--- src/rtl/jsu_pkg.sv ---
package jsu_pkg;

   typedef enum logic [2:0] {
      PH_SEEK = 3'd0,
      PH_BODY = 3'd1,
      PH_ESC  = 3'd2,
      PH_HEX  = 3'd3,
      PH_DONE = 3'd4
   } phase_type;

   localparam logic [7:0] CH_QUOTE = 8'h22;
   localparam logic [7:0] CH_BSLASH = 8'h5C;
   localparam logic [7:0] CH_U = 8'h75;
   localparam logic [7:0] CH_N = 8'h6E;
   localparam logic [7:0] CH_T = 8'h74;
   localparam logic [7:0] CH_R = 8'h72;
   localparam logic [7:0] CH_B = 8'h62;
   localparam logic [7:0] CH_F = 8'h66;
   localparam logic [7:0] CH_DIGIT_MAX = 8'h39;
   localparam logic [7:0] CASE_BIT = 8'h20;

   localparam logic [31:0] DIGIT_OFS = 32'h30;
   localparam logic [31:0] ALPHA_OFS = 32'h57;
   localparam logic [31:0] UTF8_ONE_LIM = 32'h80;
   localparam logic [31:0] UTF8_TWO_LIM = 32'h800;
   localparam logic [7:0] UTF8_LEAD2 = 8'hC0;
   localparam logic [7:0] UTF8_LEAD3 = 8'hE0;
   localparam logic [1:0] UTF8_CONT = 2'b10;
   localparam logic [2:0] HEX_DIGITS = 3'd4;

   // One decoded input word: 1 to 3 result bytes sharing their flags.
   typedef struct packed {
      logic [1:0]      count;
      logic [2:0][7:0] bytes;
      logic            has_byte;
      logic            string_end;
      logic            quote_found;
   } bundle_type;

endpackage

--- src/rtl/jsu_front.sv ---
module jsu_front (
   input  logic                clock,
   input  logic                reset,
   input  logic                accept,
   input  logic [7:0]          in_byte,
   input  logic                end_of_text,
   output logic                push,
   output jsu_pkg::bundle_type bundle
);

   jsu_pkg::phase_type phase_ff, phase_in;
   logic [2:0]  hex_count_ff, hex_count_in;
   logic [31:0] hex_value_ff, hex_value_in;

   logic [31:0] digit;
   logic [31:0] acc;
   logic [2:0]  cnt_next;
   logic [7:0]  esc_char;
   logic        emit;

   always_comb begin
      if (in_byte <= jsu_pkg::CH_DIGIT_MAX) begin
         digit = {24'd0, in_byte} - jsu_pkg::DIGIT_OFS;
      end else begin
         digit = {24'd0, in_byte | jsu_pkg::CASE_BIT} - jsu_pkg::ALPHA_OFS;
      end
      acc = {hex_value_ff[27:0], 4'd0} + digit;
      cnt_next = hex_count_ff + 3'd1;
   end

   always_comb begin
      case (in_byte)
         jsu_pkg::CH_N: esc_char = 8'h0A;
         jsu_pkg::CH_T: esc_char = 8'h09;
         jsu_pkg::CH_R: esc_char = 8'h0D;
         jsu_pkg::CH_B: esc_char = 8'h08;
         jsu_pkg::CH_F: esc_char = 8'h0C;
         jsu_pkg::CH_U: esc_char = 8'h00;
         default: esc_char = in_byte;
      endcase
   end

   always_comb begin
      phase_in = phase_ff;
      hex_count_in = hex_count_ff;
      hex_value_in = hex_value_ff;
      emit = 1'b0;
      bundle.count = 2'd1;
      bundle.bytes = '0;
      bundle.has_byte = 1'b0;
      bundle.string_end = end_of_text;
      bundle.quote_found = 1'b1;
      case (phase_ff)
         jsu_pkg::PH_BODY: begin
            if (in_byte == jsu_pkg::CH_QUOTE) begin
               emit = 1'b1;
               bundle.string_end = 1'b1;
               phase_in = jsu_pkg::PH_DONE;
            end else if (in_byte == jsu_pkg::CH_BSLASH && !end_of_text) begin
               phase_in = jsu_pkg::PH_ESC;
            end else begin
               emit = 1'b1;
               bundle.has_byte = 1'b1;
               bundle.bytes[0] = in_byte;
            end
         end
         jsu_pkg::PH_ESC: begin
            if (in_byte == jsu_pkg::CH_U && !end_of_text) begin
               hex_count_in = '0;
               hex_value_in = '0;
               phase_in = jsu_pkg::PH_HEX;
            end else begin
               emit = 1'b1;
               bundle.has_byte = 1'b1;
               bundle.bytes[0] = esc_char;
               phase_in = jsu_pkg::PH_BODY;
            end
         end
         jsu_pkg::PH_HEX: begin
            hex_value_in = acc;
            hex_count_in = cnt_next;
            if (cnt_next >= jsu_pkg::HEX_DIGITS || end_of_text) begin
               emit = 1'b1;
               bundle.has_byte = 1'b1;
               if (acc < jsu_pkg::UTF8_ONE_LIM) begin
                  bundle.count = 2'd1;
                  bundle.bytes[0] = acc[7:0];
               end else if (acc < jsu_pkg::UTF8_TWO_LIM) begin
                  bundle.count = 2'd2;
                  bundle.bytes[0] = jsu_pkg::UTF8_LEAD2 | acc[13:6];
                  bundle.bytes[1] = {jsu_pkg::UTF8_CONT, acc[5:0]};
               end else begin
                  bundle.count = 2'd3;
                  bundle.bytes[0] = jsu_pkg::UTF8_LEAD3 | acc[19:12];
                  bundle.bytes[1] = {jsu_pkg::UTF8_CONT, acc[11:6]};
                  bundle.bytes[2] = {jsu_pkg::UTF8_CONT, acc[5:0]};
               end
               hex_count_in = '0;
               hex_value_in = '0;
               phase_in = jsu_pkg::PH_BODY;
            end
         end
         jsu_pkg::PH_DONE: begin
            phase_in = jsu_pkg::PH_DONE;
         end
         default: begin
            if (in_byte == jsu_pkg::CH_QUOTE) begin
               phase_in = jsu_pkg::PH_BODY;
               emit = end_of_text;
            end else begin
               emit = end_of_text;
               bundle.quote_found = 1'b0;
            end
         end
      endcase
      if (end_of_text) begin
         phase_in = jsu_pkg::PH_SEEK;
         hex_count_in = '0;
         hex_value_in = '0;
      end
      push = accept & emit;
   end

   always_ff @(posedge clock) begin
      if (reset) begin
         phase_ff <= jsu_pkg::PH_SEEK;
         hex_count_ff <= '0;
         hex_value_ff <= '0;
      end else if (accept) begin
         phase_ff <= phase_in;
         hex_count_ff <= hex_count_in;
         hex_value_ff <= hex_value_in;
      end
   end

endmodule

--- src/rtl/jsu_queue.sv ---
module jsu_queue #(
   parameter int DEPTH = 4
) (
   input  logic                clock,
   input  logic                reset,
   input  logic                push,
   input  jsu_pkg::bundle_type push_data,
   input  logic                pop,
   output logic                full,
   output logic                not_empty,
   output jsu_pkg::bundle_type head
);

   localparam int PTR_W = $clog2(DEPTH);
   localparam int CNT_W = $clog2(DEPTH + 1);

   jsu_pkg::bundle_type mem [DEPTH];
   logic [PTR_W-1:0] wr_ptr_ff, rd_ptr_ff;
   logic [CNT_W-1:0] count_ff;
   logic do_push, do_pop;

   assign full = (count_ff == CNT_W'(DEPTH));
   assign not_empty = (count_ff != '0);
   assign head = mem[rd_ptr_ff];
   assign do_push = push & ~full;
   assign do_pop = pop & not_empty;

   always_ff @(posedge clock) begin
      if (do_push) begin
         mem[wr_ptr_ff] <= push_data;
      end
   end

   always_ff @(posedge clock) begin
      if (reset) begin
         wr_ptr_ff <= '0;
         rd_ptr_ff <= '0;
         count_ff <= '0;
      end else begin
         if (do_push) begin
            wr_ptr_ff <= (wr_ptr_ff == PTR_W'(DEPTH - 1)) ? '0 : wr_ptr_ff + 1'b1;
         end
         if (do_pop) begin
            rd_ptr_ff <= (rd_ptr_ff == PTR_W'(DEPTH - 1)) ? '0 : rd_ptr_ff + 1'b1;
         end
         if (do_push && !do_pop) begin
            count_ff <= count_ff + 1'b1;
         end else if (do_pop && !do_push) begin
            count_ff <= count_ff - 1'b1;
         end
      end
   end

endmodule

--- src/rtl/jsu_back.sv ---
module jsu_back (
   input  logic                clock,
   input  logic                reset,
   input  logic                head_valid,
   input  jsu_pkg::bundle_type head,
   output logic                pop,
   output logic                rsp_valid,
   input  logic                rsp_stall,
   output logic [7:0]          rsp_out_byte,
   output logic                rsp_has_byte,
   output logic                rsp_string_end,
   output logic                rsp_quote_found,
   output logic                rsp_run_last
);

   logic [1:0] idx_ff;
   logic       valid_ff;
   logic [7:0] byte_ff;
   logic       has_ff, send_ff, qf_ff, last_ff;
   logic       load, is_last;

   assign is_last = (idx_ff == head.count - 2'd1);
   assign load = head_valid & (~valid_ff | ~rsp_stall);
   assign pop = load & is_last;

   always_ff @(posedge clock) begin
      if (reset) begin
         valid_ff <= 1'b0;
         idx_ff <= '0;
      end else begin
         if (load) begin
            valid_ff <= 1'b1;
            idx_ff <= is_last ? 2'd0 : idx_ff + 2'd1;
         end else if (!rsp_stall) begin
            valid_ff <= 1'b0;
         end
      end
   end

   always_ff @(posedge clock) begin
      if (load) begin
         byte_ff <= head.bytes[idx_ff];
         has_ff <= head.has_byte;
         send_ff <= head.string_end & is_last;
         qf_ff <= head.quote_found;
         last_ff <= is_last;
      end
   end

   assign rsp_valid = valid_ff;
   assign rsp_out_byte = byte_ff;
   assign rsp_has_byte = has_ff;
   assign rsp_string_end = send_ff;
   assign rsp_quote_found = qf_ff;
   assign rsp_run_last = last_ff;

endmodule

--- src/rtl/json_string_unescape_core.sv ---
// JSON string unescaper, one text byte per word.
//
// Request channel (req_*): one byte of text per word, req_end_of_text on the
// final byte. Bytes up to the first double quote are skipped; the string body
// is then decoded (\n \t \r \b \f, pass-through escapes, \uXXXX to 1..3 UTF-8
// bytes) until the closing quote. Every text gives exactly one response word
// with rsp_string_end set.
// Response channel (rsp_*): one decoded byte per word. rsp_run_last marks the
// last response of an input byte; rsp_has_byte = 0 flags a marker-only word.
//
// A taken request word is decoded into a queue entry, from whose head the output
// register loads response words. Throughput: one request word per cycle while
// the queue is not full; a \u escape expanding to two or three bytes holds the
// response side while the single output register drains its entry byte by byte.
// The decoder front end and the output back end are split by a small queue of
// QUEUE_DEPTH decoded entries; req_stall rises only while that queue is full.
// A stalled response word is held unchanged until taken.
// Reset: synchronous; returns the decoder to quote seek and empties the queue.
module json_string_unescape_core #(
   parameter int QUEUE_DEPTH = 4
) (
   input  logic       clock,
   input  logic       reset,
   // request channel
   input  logic       req_valid,
   output logic       req_stall,
   input  logic [7:0] req_in_byte,
   input  logic       req_end_of_text,
   // response channel
   output logic       rsp_valid,
   input  logic       rsp_stall,
   output logic [7:0] rsp_out_byte,
   output logic       rsp_has_byte,
   output logic       rsp_string_end,
   output logic       rsp_quote_found,
   output logic       rsp_run_last
);

   logic                accept;
   logic                push;
   logic                pop;
   logic                full;
   logic                not_empty;
   jsu_pkg::bundle_type push_data;
   jsu_pkg::bundle_type head;

   // Back-pressure only from the queue, never from the response side directly.
   assign req_stall = full;
   assign accept = req_valid & ~full;

   // Front: escape state machine, one decoded entry per productive byte.
   jsu_front u_front (
      .clock       (clock),
      .reset       (reset),
      .accept      (accept),
      .in_byte     (req_in_byte),
      .end_of_text (req_end_of_text),
      .push        (push),
      .bundle      (push_data)
   );

   // Decouples decode from output draining.
   jsu_queue #(
      .DEPTH (QUEUE_DEPTH)
   ) u_queue (
      .clock     (clock),
      .reset     (reset),
      .push      (push),
      .push_data (push_data),
      .pop       (pop),
      .full      (full),
      .not_empty (not_empty),
      .head      (head)
   );

   // Back: serializes each entry into response words.
   jsu_back u_back (
      .clock           (clock),
      .reset           (reset),
      .head_valid      (not_empty),
      .head            (head),
      .pop             (pop),
      .rsp_valid       (rsp_valid),
      .rsp_stall       (rsp_stall),
      .rsp_out_byte    (rsp_out_byte),
      .rsp_has_byte    (rsp_has_byte),
      .rsp_string_end  (rsp_string_end),
      .rsp_quote_found (rsp_quote_found),
      .rsp_run_last    (rsp_run_last)
   );

endmodule

--- config.mk ---
export PLATFORM = sky130hd
export DESIGN_NAME = json_string_unescape_core
export DESIGN_NICKNAME = d
export VERILOG_FILES = /design/src/rtl/jsu_pkg.sv /design/src/rtl/jsu_front.sv /design/src/rtl/jsu_queue.sv /design/src/rtl/jsu_back.sv /design/src/rtl/json_string_unescape_core.sv
export SDC_FILE = /design/constraint.sdc
export NUM_CORES = 1
export LEC_CHECK = 0
export ABC_AREA = 0
export BUFFER_PORTS_ARGS = -buffer_cell sky130_fd_sc_hd__buf_2
export CORE_MARGIN = 2
export CORE_UTILIZATION = 68
export DETAILED_ROUTE_END_ITERATION = 8
export PLACE_DENSITY_LB_ADDON = 0.1
export SYNTH_ARGS = -nofsm -noshare
export SYNTH_HDL_FRONTEND = slang
export SYNTH_SLANG_ARGS = --single-unit
--- constraint.sdc ---
create_clock -name clock -period 11.6 [get_ports clock]
set_input_delay 2.32 -clock clock [delete_from_list [all_inputs] [get_ports clock]]
set_output_delay 2.32 -clock clock [all_outputs]
set_load 0.03 [all_outputs]
==> results of run 1 <==
worst min path at each step:
stage,from,to,slack [ps],cells past startpoint
global route,u_front.hex_count_ff[1],u_front.hex_count_ff[1],480,2
CTS,u_front.hex_value_ff[4],u_front.hex_value_ff[4],460,2
global placement,u_front.hex_count_ff[1],u_front.hex_count_ff[1],440,2
finish,u_front.hex_count_ff[1],u_front.hex_count_ff[1],460,2
floorplan,u_front.hex_count_ff[1],u_front.hex_count_ff[1],440,2
detailed placement,u_front.hex_value_ff[12],u_front.hex_value_ff[12],450,2
routing by layer:
layer / routed length, um / up-vias / track usage, %
met5: 0 / - / 0
met4: 1163 / 0 / 19.69
met3: 1660 / 88 / 5.922
met2: 11820 / 393 / 58.85
met1: 9001 / 3265 / 45.81
li1: - / 2985 / -
report_power, final:
group          switching [mW]  internal, mW  total [mW]
combinational           0.260         0.146       0.405
sequential             0.0552         0.694       0.749
clock                   0.262         0.305       0.566
total                   0.577          1.14        1.72
cells in the mapped netlist, drive strengths merged (3+ instances only):
library cell  instances
nand2                57
xnor2                25
buf                  14
clkbuf               27
inv                  25
o31ai                 3
xor2                  8
o211ai                3
nand3                23
a211oi                7
and3                  9
nor2                 65
o22ai                10
a21o                  9
a32oi                 3
a21boi                6
o21bai                4
o21ai                35
dfxtp                46
o21a                  3
and2                 10
a31oi                 7
nor3b                 5
mux2i                19
nand2b               10
ha                   44
edfxtp              116
nor3                 21
nor4                  5
or3                   9
a22oi                10
a21oi                76
nor2b                 4
nand4                14
mux4                 26
per-stage QoR:
step / utilization, % / hold slack [ps] / worst slack [ps] / instances
2_1_floorplan: - / 435.6 / 4132 / 784
3_3_place_gp: 71.28 / 441.1 / 4399 / 949
3_5_place_dp: 71.33 / 450.3 / 4175 / 949
4_1_cts: 76.10 / 463.6 / 4638 / 981
5_1_grt: 76.16 / 480.1 / 4039 / 982
6_report: 76.16 / 460.5 / 4555 / 982
sequential cells by signal (all words and copies together) (netlist names), 2 cells and up, named ones only:
name / cells
u_queue.wr_ptr_ff: 2
u_front.hex_value_ff: 28
u_queue.mem: 104
u_front.hex_count_ff: 3
u_back.rsp_out_byte: 8
u_back.idx_ff: 2
u_queue.count_ff: 3
u_queue.rd_ptr_ff: 2
u_front.phase_ff: 3
logic make-up after synthesis:
group / Yosys count / synth area share, %
simple gates: 245 / 14.34
compound gates: 186 / 12.94
flops: 162 / 50.49
buf+inv: 66 / 3.127
mux: 46 / 9.022
fa+ha+maj: 46 / 6.770
xor+xnor: 33 / 3.313
layout make-up:
type                    count  area, sq um
clock inverters            13        135.1
clock buffers              19        464.2
inverters                  25        93.84
fillers                   762         2997
multi-input cells         556         4060
well taps                 172        215.2
flip-flops and latches    162         4405
repair buffers             35        197.7
critical path, cell delays in order:
cell     delay (ps)
buf_2           130
inv_1           140
ha_1            170
nor2_1           40
o21ai_0         270
o21a_1          350
mux2i_1         180
fa_1            450
a21o_1          220
a221o_1         350
a21o_1          200
o21ai_0         420
xnor2_1         160
or4_4           450
nor4b_4         300
nand4_2         460
o31ai_1         630
==> impl_metrics.env, run 1 <==
export IMPL_max_slew_margin_pct=20.90
export IMPL_antenna_found_initial=0
export IMPL_num_rows=41
export IMPL_finalSetupViolCount=0
export IMPL_ys_seq_elements=162
export IMPL_yosysSeqAreaShare_pct=50.49
export IMPL_crit_fanout=13
export IMPL_routed_via_density=6.854
export IMPL_hold_class="flip-flop to flip-flop"
export IMPL_drt_iter0_markers=870
export IMPL_drt_pass1_iterations=5
export IMPL_clock_sinks=162
export IMPL_antenna_cells_inserted=0
export IMPL_cts_root_buffer="clkbuf_16"
export IMPL_synth_distinct_cells=64
export IMPL_final_common_cell="edfxtp_1"
export IMPL_initial_utilization_pct=69.41
export IMPL_dieArea_sq_um=13750
export IMPL_grtUsageTotal_pct=35.88
export IMPL_drt_wl_total_um=23650
export IMPL_h_tree_depth=4
export IMPL_drive_gt1_share_pct=13.58
export IMPL_synth_top_area_share_pct=39.93
export IMPL_postCtsHoldBufs=0
export IMPL_area_growth_pct=9.725
export IMPL_synth_edf_count=116
export IMPL_ant_nets=0
export IMPL_grt_pass1_vias=6495
export IMPL_synth_top_flop_cell="edfxtp_1"
export IMPL_cts_buffers=17
export IMPL_skew_ps=16.08
export IMPL_fin_nets=856
export IMPL_slew_violations=0
export IMPL_critPathLaunchType="input pin"
export IMPL_vias=6731
export IMPL_rsz0062_at_grt="false"
export IMPL_min_period_over_period_pct=60.73
export IMPL_syn_avg_cell_area_sq_um=11.13
export IMPL_power_density_nw_per_um2=179.8
export IMPL_endpoint="u_queue.mem[1][7]"
export IMPL_ir_worst_vdd_mv=0.1004
export IMPL_required_ps=11760
export IMPL_arrival_ps=7210
export IMPL_startpoint="req_in_byte[0]"
export IMPL_grt_overflow_total=0
export IMPL_cts_resized_gates=0
export IMPL_globalplace_congestion=0.9459
export IMPL_critPathCaptureType="flip-flop"
export IMPL_maxCapViolCount=0
export IMPL_synth_async_reset_ratio_pct=0
export IMPL_die_w_um=117.3
export IMPL_core_sq_um=12570
export IMPL_worstMarginPinSlew_ps=1182
export IMPL_grt_max_degree=45
export IMPL_r2r_setup_slack_ps=7180
export IMPL_grt_pass1_wl_um=36060
export IMPL_post_cts_buffers=0
export IMPL_die_h_um=117.3
export IMPL_timing_fmax_ghz=0.1419
export IMPL_crit_type="input pin to flip-flop"
export IMPL_clk_pin_slew_worst_paths_ps=70
export IMPL_total_power_mw=1.721
export IMPL_cts_tree="built"
export IMPL_yosys_area_top_type="edfxtp_1"
export IMPL_syn_area_sq_um=8723
export IMPL_r2r_end="u_queue.mem[1][7]"
export IMPL_dpl_instance_area_sq_um=8965
export IMPL_port_buffers=26
export IMPL_io_pins=27
export IMPL_hpwlAfterDp_um=15070
export IMPL_syn_inst=784
export IMPL_leakage_nw=3.515
export IMPL_status="complete, no violations"
export IMPL_finalHoldViolCount=0
export IMPL_fin_setup_tns_ps=0
export IMPL_final_area_sq_um=9572
export IMPL_ys_warn_count=0
export IMPL_post_route_drc_count=0
export IMPL_ys_top_cells_by_area="edfxtp_1 40%, dfxtp_1 11%, mux4_2 6.7%"
export IMPL_period_minus_slack_ps=7045
export IMPL_syn_nets=843
export IMPL_final_cell_mix="116 x edfxtp_1, 73 x a21oi_1, 65 x nor2_1"
export IMPL_rr_startpoint="u_front.hex_value_ff[0]"
export IMPL_wl_per_cell_um=24.08
export IMPL_reg2regPathDepth=11
export IMPL_worstSkewPairLatency_ps=440
export IMPL_clock_path_buffers=2
Power figures use the tool's default switching activity.
==> run 2, diff against run 1 <==
ABC_AREA = 1   (was 0)
CORE_UTILIZATION = 57   (was 68)
clock period = 6.25 ns   (was 11.6 ns; I/O delays follow)
==> impl_metrics.env, run 2 <==
export IMPL_status="complete, no violations"
export IMPL_ys_warn_count=0
export IMPL_cts_tree="built"
export IMPL_synth_distinct_cells=41
export IMPL_final_cell_mix="295 x nand2_1, 143 x inv_1, 138 x nor2_1"
export IMPL_hold_class="flip-flop to flip-flop"
export IMPL_grt_pass1_wl_um=37920
export IMPL_worstMarginPinSlew_ps=938.7
export IMPL_crit_type="input pin to flip-flop"
export IMPL_cts_resized_gates=0
export IMPL_grt_overflow_total=0
export IMPL_finalHoldViolCount=0
export IMPL_seqCellArea_sq_um=4404
export IMPL_syn_nets=1220
export IMPL_core_sq_um=15940
export IMPL_initial_utilization_pct=58.41
export IMPL_worstSkewPairLatency_ps=440
export IMPL_fin_nets=1248
export IMPL_min_period_over_period_pct=84.37
export IMPL_synth_common_cells="295 x nand2_1, 143 x inv_1, 142 x nor2_1, 116 x edfxtp_1, 69 x o21ai_0"
export IMPL_timing_fmax_ghz=0.1896
export IMPL_arrival_ps=5520
export IMPL_rsz0062_at_grt="false"
export IMPL_setup_ws_ps=976.7
export IMPL_grt_pass1_vias=7407
export IMPL_post_cts_buffers=0
export IMPL_cts_buffers=17
export IMPL_clock_power_share_pct=32.8
export IMPL_cts_root_buffer="clkbuf_16"
export IMPL_place_inst=1386
export IMPL_final_cells=1418
export IMPL_synth_top_area_share_pct=37.40
export IMPL_internal_power_mw=2.244
export IMPL_pre_cts_slack_ps=618.2
export IMPL_drt_wl_total_um=23250
export IMPL_crit_fanout=23
export IMPL_synth_async_reset_ratio_pct=0
export IMPL_yosysMostFrequentCell="nand2_1"
export IMPL_critPathCaptureType="flip-flop"
export IMPL_syn_inst=1161
export IMPL_antenna_cells_inserted=0
export IMPL_area_growth_pct=10.99
export IMPL_globalplace_congestion=0.9263
export IMPL_post_route_drc_count=0
export IMPL_yosys_area_top_type="edfxtp_1"
export IMPL_critPathLaunchType="input pin"
export IMPL_grtUsageTotal_pct=27.55
export IMPL_regMostFlops="u_queue.mem"
export IMPL_ys_top_cells_by_area="edfxtp_1 37%, nand2_1 12%, dfxtp_1 9.9%"
export IMPL_hpwlAfterDp_um=16460
export IMPL_synth_top_flop_cell="edfxtp_1"
export IMPL_vias=7926
export IMPL_num_rows=46
export IMPL_clk_pin_slew_worst_paths_ps=70
export IMPL_drive_gt1_share_pct=8.985
export IMPL_skew_ps=13.58
export IMPL_period_minus_slack_ps=5273
export IMPL_synth_edf_count=116
export IMPL_required_ps=6490
export IMPL_yosysSeqAreaShare_pct=47.29
export IMPL_syn_area_sq_um=9313
export IMPL_drt_iter0_markers=709
export IMPL_die_h_um=131.8
export IMPL_final_common_cell="nand2_1"
export IMPL_finalSetupViolCount=0
export IMPL_postCtsHoldBufs=0
export IMPL_syn_avg_cell_area_sq_um=8.021
export IMPL_ant_nets=0
export IMPL_die_w_um=131.8
export IMPL_maxCapViolCount=0
export IMPL_fin_setup_tns_ps=0
export IMPL_antenna_found_initial=0
export IMPL_switching_share_pct=34.85
export IMPL_switchingPower_mw=1.201
export IMPL_largest_reg_flops=104
export IMPL_fillers=1364
export IMPL_drt_pass1_iterations=5
export IMPL_grt_max_degree=54
export IMPL_ys_seq_elements=162
export IMPL_wl_per_cell_um=16.40
export IMPL_io_pins=27
export IMPL_clock_path_buffers=2
export IMPL_clock_sinks=162
export IMPL_leakage_nw=4.475
export IMPL_ir_worst_vdd_mv=0.2017
export IMPL_hold_slack_ps=472.8
export IMPL_multi_input_area_sq_um=4242
export IMPL_routed_via_density=5.590
export IMPL_seqPwrFrac_pct=39.9
export IMPL_dieArea_sq_um=17380
export IMPL_p_comb_share_pct=27.3
export IMPL_max_slew_margin_pct=37.35
export IMPL_power_density_nw_per_um2=333.3
export IMPL_h_tree_depth=4
export IMPL_port_buffers=26
export IMPL_slew_violations=0
run 2: cell count changes in the layout (fill, tap and decap cells not counted), moves of 26 or more:
cell and delta:
inv_1 +118, mux4_2 -26, nand2_1 +238, nand3_1 +43, nor2_1 +73, o21ai_0 +45
run 2: layout make-up:
cell class	instances	area share, %
Clock buffer	17	4.116
Timing Repair Buffer	37	2.058
Clock inverter	15	2.106
Inverter	149	5.459
Tap cell	216	2.615
Sequential cell	162	42.61
Multi-Input combinational cell	822	41.04
run 2: per-layer routing:
layer | up-vias | global-route usage, % | wire length [um]
met5 | - | 0 | 0
met3 | 46 | 4.306 | 1209
met2 | 232 | 46.02 | 10900
met4 | 0 | 8.877 | 508
met1 | 3695 | 37.03 | 10630
li1 | 3953 | - | -
run 2: critical path, cell delays in order:
cell,delay (ps)
buf_2,150
inv_1,110
ha_1,210
nor2_1,80
o21bai_1,80
nand3_1,120
nand2_1,80
inv_1,680
ha_1,450
nand2_1,140
inv_1,80
a21oi_2,220
nand3_2,150
nand2_1,100
nand2_1,50
nand2_1,50
nand2_1,80
nor2_1,120
nand2_1,70
nor2_2,430
nand3_4,210
clkinv_4,130
nand3_4,160
o21ai_2,270
run 2: logic make-up after synthesis:
family                   Yosys count  synth area share (%)
AO/OA/AOI/OAI                    197                 12.07
XOR/XNOR                          11                 1.035
AND/OR/NAND/NOR                  568                 26.00
adder cells (fa/ha/maj)           46                 6.342
buffers and inverters            177                 7.268
flip-flops                       162                 47.29
run 2: worst paths after layout:
check | from | endpoint | slack [ps] | cells after the start
worst max register to register | flip-flop | u_queue.count_ff[2] | 2580 | 19
worst min register to register | u_front.hex_count_ff[0] | u_front.hex_count_ff[0] | 470 | 2
worst min-delay path | u_front.hex_count_ff[0] | u_front.hex_count_ff[0] | 470 | 2
worst max-delay path | req_in_byte[0] | u_queue.mem[3][12] | 980 | 24
run 2: metrics by stage:
step | utilization [%] | instance area (sq um) | power, mW
floorplan | - | 9313 | 2.049
global placement | 60.80 | 9693 | 2.321
detailed placement | 60.80 | 9693 | 2.336
CTS | 64.83 | 10340 | 3.461
global route | 64.83 | 10340 | 3.618
finish | 64.83 | 10340 | 3.445
run 2: power groups by stage:
stage               clock network, mW  logic, mW  registers [mW]
finish                           1.13      0.940            1.37
CTS                              1.14      0.944            1.37
floorplan                           0      0.561            1.49
global route                     1.18       1.05            1.39
global placement                    0      0.926            1.40
detailed placement                  0      0.939            1.40
